`src/rtl/core/tgrb_pkg.sv`:
```
// Shared types, codes and defaults for the text glyph row blitter.
package tgrb_pkg;

   localparam int GLYPH_COUNT_DEF   = 96;
   localparam int MAX_GLYPH_DIM_DEF = 32;
   localparam int FIRST_CODE        = 32;

   localparam int CSR_INDEX_W = 3;
   localparam int CSR_DATA_W  = 11;
   localparam int REQ_DATA_W  = 72;
   localparam int RSP_DATA_W  = 64;
   localparam int USER_W      = 2;
   localparam int OFFSET_W    = 20;
   localparam int DIM_W       = 6;

   // command codes
   localparam logic [1:0] CMD_LOAD  = 2'd0;
   localparam logic [1:0] CMD_START = 2'd1;
   localparam logic [1:0] CMD_DRAW  = 2'd2;

   // register indexes
   localparam logic [CSR_INDEX_W-1:0] CSR_CANVAS_WIDTH  = 3'd0;
   localparam logic [CSR_INDEX_W-1:0] CSR_CANVAS_HEIGHT = 3'd1;
   localparam logic [CSR_INDEX_W-1:0] CSR_GLYPH_WIDTH   = 3'd2;
   localparam logic [CSR_INDEX_W-1:0] CSR_GLYPH_HEIGHT  = 3'd3;
   localparam logic [CSR_INDEX_W-1:0] CSR_CHAR_SPACING  = 3'd4;

   localparam logic [10:0] CANVAS_WIDTH_RST  = 11'd128;
   localparam logic [10:0] CANVAS_HEIGHT_RST = 11'd64;
   localparam logic [5:0]  GLYPH_WIDTH_RST   = 6'd8;
   localparam logic [5:0]  GLYPH_HEIGHT_RST  = 6'd8;
   localparam logic [4:0]  CHAR_SPACING_RST  = 5'd1;

   typedef struct packed {
      logic [10:0] canvas_width;
      logic [10:0] canvas_height;
      logic [5:0]  glyph_width;
      logic [5:0]  glyph_height;
      logic [4:0]  char_spacing;
   } cfg_type;

   typedef enum logic [2:0] {
      ST_IDLE,
      ST_GAP,
      ST_CHECK,
      ST_ROWS,
      ST_ERR
   } seq_state_type;

endpackage

```
`src/rtl/core/tgrb_sequencer.sv`:
```
// Command sequencer: cursor state, bounds checks and span generation.
module tgrb_sequencer #(
   parameter  int GLYPH_COUNT   = tgrb_pkg::GLYPH_COUNT_DEF,
   parameter  int MAX_GLYPH_DIM = tgrb_pkg::MAX_GLYPH_DIM_DEF,
   localparam int ADDR_W        = $clog2(GLYPH_COUNT * MAX_GLYPH_DIM)
) (
   input  logic                          clock,
   input  logic                          reset,
   input  tgrb_pkg::cfg_type             cfg,
   input  logic                          req_valid,
   output logic                          req_ready,
   input  logic [1:0]                    req_cmd,
   input  logic [7:0]                    req_char_code,
   input  logic [4:0]                    req_row_index,
   input  logic [31:0]                   req_row_bits,
   input  logic [9:0]                    req_start_x,
   input  logic [9:0]                    req_start_y,
   output logic                          rsp_valid,
   input  logic                          rsp_ready,
   output logic [tgrb_pkg::OFFSET_W-1:0] rsp_row_offset,
   output logic [tgrb_pkg::DIM_W-1:0]    rsp_span_length,
   output logic [31:0]                   rsp_fore_mask,
   output logic                          rsp_is_gap,
   output logic                          rsp_error,
   output logic                          rsp_last,
   output logic                          ram_we,
   output logic [ADDR_W-1:0]             ram_waddr,
   output logic [31:0]                   ram_wdata,
   output logic                          ram_re,
   output logic [ADDR_W-1:0]             ram_raddr,
   input  logic [31:0]                   ram_rdata
);
   import tgrb_pkg::*;

   localparam int ROW_W = $clog2(MAX_GLYPH_DIM);

   function automatic logic code_ok(input logic [7:0] code);
      return ({1'b0, code} >= 9'(FIRST_CODE)) &&
             ({1'b0, code} < 9'(FIRST_CODE + GLYPH_COUNT));
   endfunction

   function automatic logic [ADDR_W-1:0] glyph_addr(input logic [7:0] idx,
                                                    input logic [4:0] row);
      return ADDR_W'(ADDR_W'(idx) * ADDR_W'(MAX_GLYPH_DIM)) + ADDR_W'(row);
   endfunction

   // pixel k of the row is bit width-1-k: reverse, then drop the unused top
   function automatic logic [31:0] row_mask(input logic [31:0] bits,
                                            input logic [5:0]  width);
      logic [31:0] rev;
      for (int i = 0; i < 32; i++) begin
         rev[i] = bits[31-i];
      end
      return rev >> (6'd32 - width);
   endfunction

   seq_state_type state_ff, state_in;
   logic [10:0]   cursor_x_ff, cursor_x_in;
   logic [9:0]    cursor_y_ff, cursor_y_in;
   logic          first_ff, first_in;
   logic          aborted_ff, aborted_in;
   logic [7:0]    code_idx_ff, code_idx_in;
   logic [OFFSET_W-1:0] off_ff, off_in;
   logic [DIM_W-1:0]    count_ff, count_in;
   logic [DIM_W-1:0]    issue_ff, issue_in;
   logic          rd_valid_ff, rd_valid_in;

   logic                rsp_valid_ff;
   logic [OFFSET_W-1:0] rsp_offset_ff, rsp_offset_in;
   logic [DIM_W-1:0]    rsp_len_ff, rsp_len_in;
   logic [31:0]         rsp_mask_ff, rsp_mask_in;
   logic                rsp_gap_ff, rsp_gap_in;
   logic                rsp_err_ff, rsp_err_in;
   logic                rsp_last_ff, rsp_last_in;

   logic                emit;
   logic                can_load;
   logic                issue;
   logic [DIM_W-1:0]    gw;
   logic [DIM_W-1:0]    gh;
   logic [OFFSET_W-1:0] base_off;

   assign gw = (cfg.glyph_width > DIM_W'(MAX_GLYPH_DIM)) ?
               DIM_W'(MAX_GLYPH_DIM) : cfg.glyph_width;
   assign gh = (cfg.glyph_height > DIM_W'(MAX_GLYPH_DIM)) ?
               DIM_W'(MAX_GLYPH_DIM) : cfg.glyph_height;

   // span start of the cursor's top row, wrapped to the offset width
   assign base_off = OFFSET_W'(21'(cursor_y_ff) * 21'(cfg.canvas_width) +
                               21'(cursor_x_ff));

   assign can_load  = !rsp_valid_ff || rsp_ready;
   assign ram_waddr = glyph_addr(req_char_code - 8'(FIRST_CODE), req_row_index);
   assign ram_wdata = req_row_bits;
   assign ram_raddr = glyph_addr(code_idx_ff, 5'(issue_ff[ROW_W-1:0]));

   always_comb begin
      state_in      = state_ff;
      cursor_x_in   = cursor_x_ff;
      cursor_y_in   = cursor_y_ff;
      first_in      = first_ff;
      aborted_in    = aborted_ff;
      code_idx_in   = code_idx_ff;
      off_in        = off_ff;
      count_in      = count_ff;
      issue_in      = issue_ff;
      rd_valid_in   = rd_valid_ff;
      req_ready     = 1'b0;
      ram_we        = 1'b0;
      ram_re        = 1'b0;
      issue         = 1'b0;
      emit          = 1'b0;
      rsp_offset_in = '0;
      rsp_len_in    = '0;
      rsp_mask_in   = '0;
      rsp_gap_in    = 1'b0;
      rsp_err_in    = 1'b0;
      rsp_last_in   = 1'b0;

      unique case (state_ff)
         ST_IDLE: begin
            req_ready = 1'b1;
            if (req_valid) begin
               unique case (req_cmd)
                  CMD_LOAD: begin
                     if (code_ok(req_char_code) &&
                         ({1'b0, req_row_index} < 6'(MAX_GLYPH_DIM))) begin
                        ram_we = 1'b1;
                     end
                  end
                  CMD_START: begin
                     cursor_x_in = 11'(req_start_x);
                     cursor_y_in = req_start_y;
                     first_in    = 1'b1;
                     if (12'(req_start_y) + 12'(gh) > 12'(cfg.canvas_height)) begin
                        aborted_in = 1'b1;
                        state_in   = ST_ERR;
                     end else begin
                        aborted_in = 1'b0;
                     end
                  end
                  CMD_DRAW: begin
                     if (!aborted_ff) begin
                        code_idx_in = req_char_code - 8'(FIRST_CODE);
                        count_in    = '0;
                        off_in      = base_off;
                        if (!code_ok(req_char_code)) begin
                           aborted_in = 1'b1;
                           state_in   = ST_ERR;
                        end else if (!first_ff) begin
                           if (12'(cursor_x_ff) + 12'(cfg.char_spacing) >=
                               12'(cfg.canvas_width)) begin
                              aborted_in = 1'b1;
                              state_in   = ST_ERR;
                           end else begin
                              cursor_x_in = cursor_x_ff + 11'(cfg.char_spacing);
                              if (cfg.char_spacing != '0 && gh != '0) begin
                                 state_in = ST_GAP;
                              end else begin
                                 state_in = ST_CHECK;
                              end
                           end
                        end else begin
                           state_in = ST_CHECK;
                        end
                     end
                  end
                  default: ;
               endcase
            end
         end
         ST_GAP: begin
            if (can_load) begin
               emit          = 1'b1;
               rsp_gap_in    = 1'b1;
               rsp_offset_in = off_ff;
               rsp_len_in    = DIM_W'(cfg.char_spacing);
               off_in        = off_ff + OFFSET_W'(cfg.canvas_width);
               count_in      = count_ff + 1'b1;
               if (count_ff + 1'b1 == gh) begin
                  state_in = ST_CHECK;
               end
            end
         end
         ST_CHECK: begin
            count_in    = '0;
            issue_in    = '0;
            rd_valid_in = 1'b0;
            off_in      = base_off;
            if (12'(cursor_x_ff) + 12'(gw) > 12'(cfg.canvas_width)) begin
               aborted_in = 1'b1;
               state_in   = ST_ERR;
            end else if (gh == '0) begin
               cursor_x_in = cursor_x_ff + 11'(gw);
               first_in    = 1'b0;
               state_in    = ST_IDLE;
            end else begin
               state_in = ST_ROWS;
            end
         end
         ST_ROWS: begin
            emit   = rd_valid_ff && can_load;
            // keep one row read ahead; the RAM output holds while stalled
            issue  = (issue_ff < gh) && (!rd_valid_ff || emit);
            ram_re = issue;
            if (issue) begin
               issue_in = issue_ff + 1'b1;
            end
            rd_valid_in = issue || (rd_valid_ff && !emit);
            if (emit) begin
               rsp_offset_in = off_ff;
               rsp_len_in    = gw;
               rsp_mask_in   = row_mask(ram_rdata, gw);
               off_in        = off_ff + OFFSET_W'(cfg.canvas_width);
               count_in      = count_ff + 1'b1;
               if (count_ff + 1'b1 == gh) begin
                  rsp_last_in = 1'b1;
                  cursor_x_in = cursor_x_ff + 11'(gw);
                  first_in    = 1'b0;
                  state_in    = ST_IDLE;
               end
            end
         end
         ST_ERR: begin
            if (can_load) begin
               emit        = 1'b1;
               rsp_err_in  = 1'b1;
               rsp_last_in = 1'b1;
               state_in    = ST_IDLE;
            end
         end
         default: begin
            state_in = ST_IDLE;
         end
      endcase
   end

   always_ff @(posedge clock) begin
      if (reset) begin
         state_ff    <= ST_IDLE;
         cursor_x_ff <= '0;
         cursor_y_ff <= '0;
         first_ff    <= 1'b1;
         aborted_ff  <= 1'b1;
         count_ff    <= '0;
         issue_ff    <= '0;
         rd_valid_ff <= 1'b0;
      end else begin
         state_ff    <= state_in;
         cursor_x_ff <= cursor_x_in;
         cursor_y_ff <= cursor_y_in;
         first_ff    <= first_in;
         aborted_ff  <= aborted_in;
         count_ff    <= count_in;
         issue_ff    <= issue_in;
         rd_valid_ff <= rd_valid_in;
      end
   end

   always_ff @(posedge clock) begin
      code_idx_ff <= code_idx_in;
      off_ff      <= off_in;
   end

   // output register: take a new item whenever the slot is free or draining
   always_ff @(posedge clock) begin
      if (reset) begin
         rsp_valid_ff <= 1'b0;
      end else if (emit) begin
         rsp_valid_ff <= 1'b1;
      end else if (rsp_ready) begin
         rsp_valid_ff <= 1'b0;
      end
   end

   always_ff @(posedge clock) begin
      if (emit) begin
         rsp_offset_ff <= rsp_offset_in;
         rsp_len_ff    <= rsp_len_in;
         rsp_mask_ff   <= rsp_mask_in;
         rsp_gap_ff    <= rsp_gap_in;
         rsp_err_ff    <= rsp_err_in;
         rsp_last_ff   <= rsp_last_in;
      end
   end

   assign rsp_valid       = rsp_valid_ff;
   assign rsp_row_offset  = rsp_offset_ff;
   assign rsp_span_length = rsp_len_ff;
   assign rsp_fore_mask   = rsp_mask_ff;
   assign rsp_is_gap      = rsp_gap_ff;
   assign rsp_error       = rsp_err_ff;
   assign rsp_last        = rsp_last_ff;

endmodule

```
`config.mk`:
```
export PLATFORM = sky130hd
export DESIGN_NAME = tgrb_sequencer
export DESIGN_NICKNAME = d
export VERILOG_FILES = /design/src/rtl/core/tgrb_pkg.sv /design/src/rtl/core/tgrb_sequencer.sv
export SDC_FILE = /design/constraint.sdc
export NUM_CORES = 1
export LEC_CHECK = 0
export ABC_AREA = 1
export BUFFER_PORTS_ARGS = -buffer_cell sky130_fd_sc_hd__buf_2
export CELL_PAD_IN_SITES_DETAIL_PLACEMENT = 0
export CELL_PAD_IN_SITES_GLOBAL_PLACEMENT = 1
export CORE_UTILIZATION = 42
export DETAILED_ROUTE_END_ITERATION = 10
export GPL_ROUTABILITY_DRIVEN = 0
export GPL_TIMING_DRIVEN = 0
export HOLD_SLACK_MARGIN = 0.02
export PLACE_DENSITY_LB_ADDON = 0.1
export SLEW_MARGIN = 20
export SYNTH_ARGS = -nofsm -noshare
export SYNTH_HDL_FRONTEND = slang
export SYNTH_SLANG_ARGS = --single-unit
```
`constraint.sdc`:
```
create_clock -name clock -period 6.3 [get_ports clock]
set_input_delay 0.945 -clock clock [delete_from_list [all_inputs] [get_ports clock]]
set_output_delay 0.945 -clock clock [all_outputs]
set_load 0.01 [all_outputs]
```
Word-level counts from Yosys, hierarchy flattened:

Index checks and enable logic that the tools add are counted.

* bits in registers: 128
* word-level logic and storage cells: 177

* add/subtract/negate cells: 13
* multiply operators: 1
* $lt $le $gt $ge: 8
* equal/unequal tests: 26
* shift operators: 1
* mux-type cells: 79
* bitwise gates (word level): 1
* reduce and logical (&&, ||, !) cells: 31

Operators by type and width (count)
* 20-bit two-way mux: 7
* 11-bit two-way mux: 9
* 20-bit case mux with 4 select lines: 1
* 6-bit two-way mux: 9
* 20-bit by 11-bit adder with 20-bit output: 2
* 20-bit case mux with 2 select lines: 1
* 3-bit two-way mux: 12
* 11-bit case mux with 3 select lines: 1
* 32-bit by 6-bit right shift with 32-bit output: 1
* 12-bit by 5-bit adder with 12-bit output: 2
* 1-bit two-way mux: 24
* 6-bit case mux with 2 select lines: 2
* 6-bit case mux with 4 select lines: 1
* 2-bit != test (second input constant): 11
* 11-bit case mux with 2 select lines: 1
* 10-bit by 11-bit multiplier with 20-bit output: 1
* 3-bit != test (second input constant): 5
* 3-bit case mux with 5 select lines: 1
* 11-bit by 5-bit adder with 12-bit output: 1
* 11-bit by 6-bit adder with 12-bit output: 1
* 6-bit by 1-bit adder with 6-bit output (second input constant): 2
* 12-bit by 11-bit greater-or-equal comparator with 1-bit output: 1
* 12-bit by 11-bit > comparator with 1-bit output: 1
* 6-bit > comparator (second input constant): 2
* 42 further kinds: 61

Depth between registers and ports, before layout:

* depth in word-level cells: 12
* depth in mapped cells: 30
* mapped depth without buffers: 29

Worst setup path after synthesis:

OpenSTA, ideal clock, no wires.

* path kind: input-to-reg
* start point: in cfg[33] in the netlist's numbering
* end point: reg off_ff[16] (data pin)
* setup time: 0.254 ns
* data arrival time: 5.310 ns
* data required time: 6.046 ns
* path slack: 0.736 ns
* stages on the path: 22
* path buffers: 1
* path through: clkbuf_1 nand2_1 fa_1 inv_1 fa_1 inv_1 fa_1 inv_1 fa_1 inv_1 fa_1 inv_1 ha_1 nand2_1 o21ai_1 a21boi_0 o21ai_1 nand3_1 nand2_1 nand2_1 nand3_1 nand2_1

* cells in the longest elaborated chain, start to end: 6
* elaborated cells on any way between the ends: 9
* those cells by class: add/sub (2); mul (1); mux (6)

Ends and longest elaborated chain
* start, declared: line tgrb_sequencer.sv:9 `input tgrb_pkg::cfg_type cfg,`
* 10-bit by 11-bit multiplier with 20-bit output: line tgrb_sequencer.sv:89 `assign base_off = OFFSET_W'(21'(cursor_y_ff) * 21'(cfg.canvas_width) +`
* 20-bit by 11-bit adder with 20-bit output: line tgrb_sequencer.sv:89
* 20-bit two-way mux: line tgrb_sequencer.sv:143 `if (!aborted_ff) begin`
* 20-bit two-way mux: line tgrb_sequencer.sv:124 `unique case (req_cmd)`
* 20-bit two-way mux: line tgrb_sequencer.sv:123 `if (req_valid) begin`
* 20-bit case mux with 4 select lines *: line tgrb_sequencer.sv:120 `unique case (state_ff)`
* via off_in[16]: line tgrb_sequencer.sv:63 `logic [OFFSET_W-1:0] off_ff, off_in;`
* end signal, assigned: line tgrb_sequencer.sv:262 `off_ff <= off_in;`
* end, declared: line tgrb_sequencer.sv:63

Mark *: on every way through the listed nets, which the timed path passes. The rest lies on a longest branch. The select of a mux whose other input is x is not followed.
A chain may end at the register's enable or synchronous reset.

Worst setup path after layout:

* start point: in cfg[34] in the netlist's numbering
* end point: reg off_ff[16] (data pin)

Same word-level chain as after synthesis.

==> run summary <==
P&R area growth vs syn: 16.9%
DP Cell Count: 2,570
Worst VDD drop: 0.000168 V
Crit-path leading delay family: adder cells
Final min period: 5.90 ns
Mean Syn Cell Area: 7.31 sq um
Final hold viol count: 0
Max stage delay on crit path: 0.56 ns
DP HPWL: 32.9 mm
Hold depth: 2
First-pass GRT wire length: 64.0 mm
Clock slew at reported path FFs: 0.07 ns
Syn Nets: 2,251
Final Non-Filler Cells: 2,601
# rows: 66
Critical path fanouts, max: 10
First-pass DRT Iterations: 7
Unrepaired setup endpoints after global routing: false
CP bufs+invs: 7
Initial antenna violation count: 1
Critical path required time: 6.49 ns
DR vias: 12,800
Post-CTS sizing: 0
Fin Setup TNS: 0 ns
Initial drt markers: 744
Area contributors post-synth: edfxtp_1, fa_1, nand2_1
Pwr Density: 183 nW/um^2
Pre-CTS setup slack: -0.139 ns
Ratio of cells with drive above 1 in the final layout: 16.6%
Number of flops mapped to enable cells by yosys: 88
CTS tree: built
Tot Pwr: 0.00298 W
Initial core utilization: 42.7%
Root buf cell: clkbuf_16
Clk sinks: 128
Synth cell count leaders: nand2_1, inv_1, nor2_1
Final number of max-transition violations: 0
Clock Latency Late Sink: 0.43 ns
Port bufs: 225
Crit path depth: 23
Max-slew headroom: 36.9%
Num CTS Buffers: 17
Post-CTS setup buffers: 0
Area occupied by multi-input gates: 8530 sq um
Post-route ant nets: 0
Crit-path slowest cell: fa_1
Netlist Area Pre-Place: 13,900 sq um
Die W: 184 um
Post-synthesis cell type count: 50
Die H: 184 um
Synthesized netlist cell count: 1,901
GRT Total Usage: 24.2%
Worst Reg-to-Reg Cells: 22
Yosys reg bits: 128
H-tree depth: 4
Fill count: 3,371
Worst setup margin: 0.399 ns
WL final: 39.6 mm
Nets: 2,495
Period utilization: 93.7%
Largest net degree at the start of global routing: 58
Synth warn: 0
Status: completed
Setup violations, final: 0
Die area: 33,800 sq um
Hold crit path type: flip-flop to flip-flop
Post-CTS Hold Buffers: 0
Async SR Flop Fraction: 0%
Max Freq: 0.169 GHz
Arr. time, crit path: 6.09 ns
Crit. End Element: flip-flop
I/O pins: 263
DR DRC count: 0
Vias in the first global route: 12,500
Gr ovfl total: 0
Wire length per cell: 15.2 um
Leakage: 8.49 nW
Kind of start point of the critical path: input pin
Count leader, synth: nand2_1
Worst-path cell chain: buf_2 > clkbuf_1 > nand2_1 > fa_1 > inv_1 > fa_1 > inv_1 > fa_1 > inv_1 > fa_1 > inv_1 > fa_1 > inv_1 > ha_1 > nand2_1 > o21ai_1 > a21boi_0 > o21ai_1 > nand3_1 > nand2_1 > nand2_1 > nand3_1 > nand2_1
Sequential area share after synthesis: 24.8%
CP Class: input pin to flip-flop
Clock Path Buffers: 2
Routed vias/inst: 4.94
Setup Skew: 0.0129 ns
Worst-Margin Slew: 0.943 ns
Yosys top cell area share: 19.0%
Cell accounting for the most synthesized area: edfxtp_1
FF+latch area: 3440 sq um
Max capacitance violation total: 0
Most used flip-flop cell after synthesis: edfxtp_1
Placeable Area: 32,500 sq um
[final timing paths]
check / from / end / slack, ns
min: rd_valid_ff$_SDFFE_PP0N_ / rd_valid_ff$_SDFFE_PP0N_ / 0.47
max reg2reg: cursor_y_ff[3]$_SDFFE_PP0P_ / off_ff[16]$_DFFE_PP_ / 0.71
max: cfg[34] / off_ff[16]$_DFFE_PP_ / 0.40
min reg2reg: rd_valid_ff$_SDFFE_PP0N_ / rd_valid_ff$_SDFFE_PP0N_ / 0.47
[through the flow]
stage | hold WS (ns) | area, sq um | utilization (%)
6_report | 0.467 | 16200 | 49.9
5_1_grt | 0.483 | 16200 | 49.9
4_1_cts | 0.467 | 16200 | 49.9
3_5_place_dp | 0.456 | 15600 | 48.0
3_3_place_gp | 0.452 | 15600 | 47.8
2_1_floorplan | 0.439 | 13900 | -
[cells by family after synthesis]
kind of cell	Yosys count	share of synthesized area, %
and+or+nand+nor	730	21.7
muxes	17	1.23
xor gates and xnor gates	57	3.65
adders and majority gates	208	23.3
DFF	128	24.8
AOI/OAI and AO/OA	298	11.4
buffers and inverters	463	13.9
[where the power goes]
part	internal, W	switching [W]	leakage [nW]	total (W)
logic	0.000352	0.000613	7.05	0.000965
registers	0.000940	0.0000228	1.14	0.000962
clock network	0.000605	0.000446	0.297	0.00105
[tightest hold or removal path, delay by kind of cell, from the launching register on]
kind | cells | cell delay (ns)
compound gates | 1 | 0.05
flops | 1 | 0.31
simple gates | 1 | 0.06
[per-layer routing]
layer  up-vias  track usage [%]  wire (um)
met5         -                0          0
met4         0             7.17        950
met1      5997             32.0      18300
li1       6485                -          -
met2       310             40.9      18600
met3        56             3.51       1890
[flip-flops by register name, indices dropped and copies added, names as in the netlist]
| register | flops |
|---|---|
| cursor_y_ff | 10 |
| rsp_error | 1 |
| count_ff | 6 |
| first_ff | 1 |
| rsp_valid | 1 |
| rsp_last | 1 |
| cursor_x_ff | 11 |
| issue_ff | 6 |
| off_ff | 20 |
| rsp_span_length | 6 |
| aborted_ff | 1 |
| rsp_row_offset | 20 |
| code_idx_ff | 7 |
| rd_valid_ff | 1 |
| state_ff | 3 |
| rsp_is_gap | 1 |
| rsp_fore_mask | 32 |
[area by class of cell]
class | instances | share of cell area [%]
sequential | 128 | 21.2
clock buffer | 17 | 2.62
multi-input combinational | 1310 | 52.5
inverter | 356 | 8.23
buffer | 105 | 3.62
tap | 442 | 3.41
timing repair buffer | 227 | 7.23
antenna | 1 | 0.0154
clock inverter | 15 | 1.18
[placed cells by master, fill, tap and decap left out, drive strengths merged, types with 40 or more instances in the layout]
cell type,netlist,routed
a21oi,95,95
buf,59,286
clkbuf,48,63
dfxtp,40,40
edfxtp,88,88
fa,84,84
ha,124,124
inv,354,363
nand2,444,444
nand3,76,76
nor2,166,166
o21ai,165,165
Power figures use the tool's default switching activity.
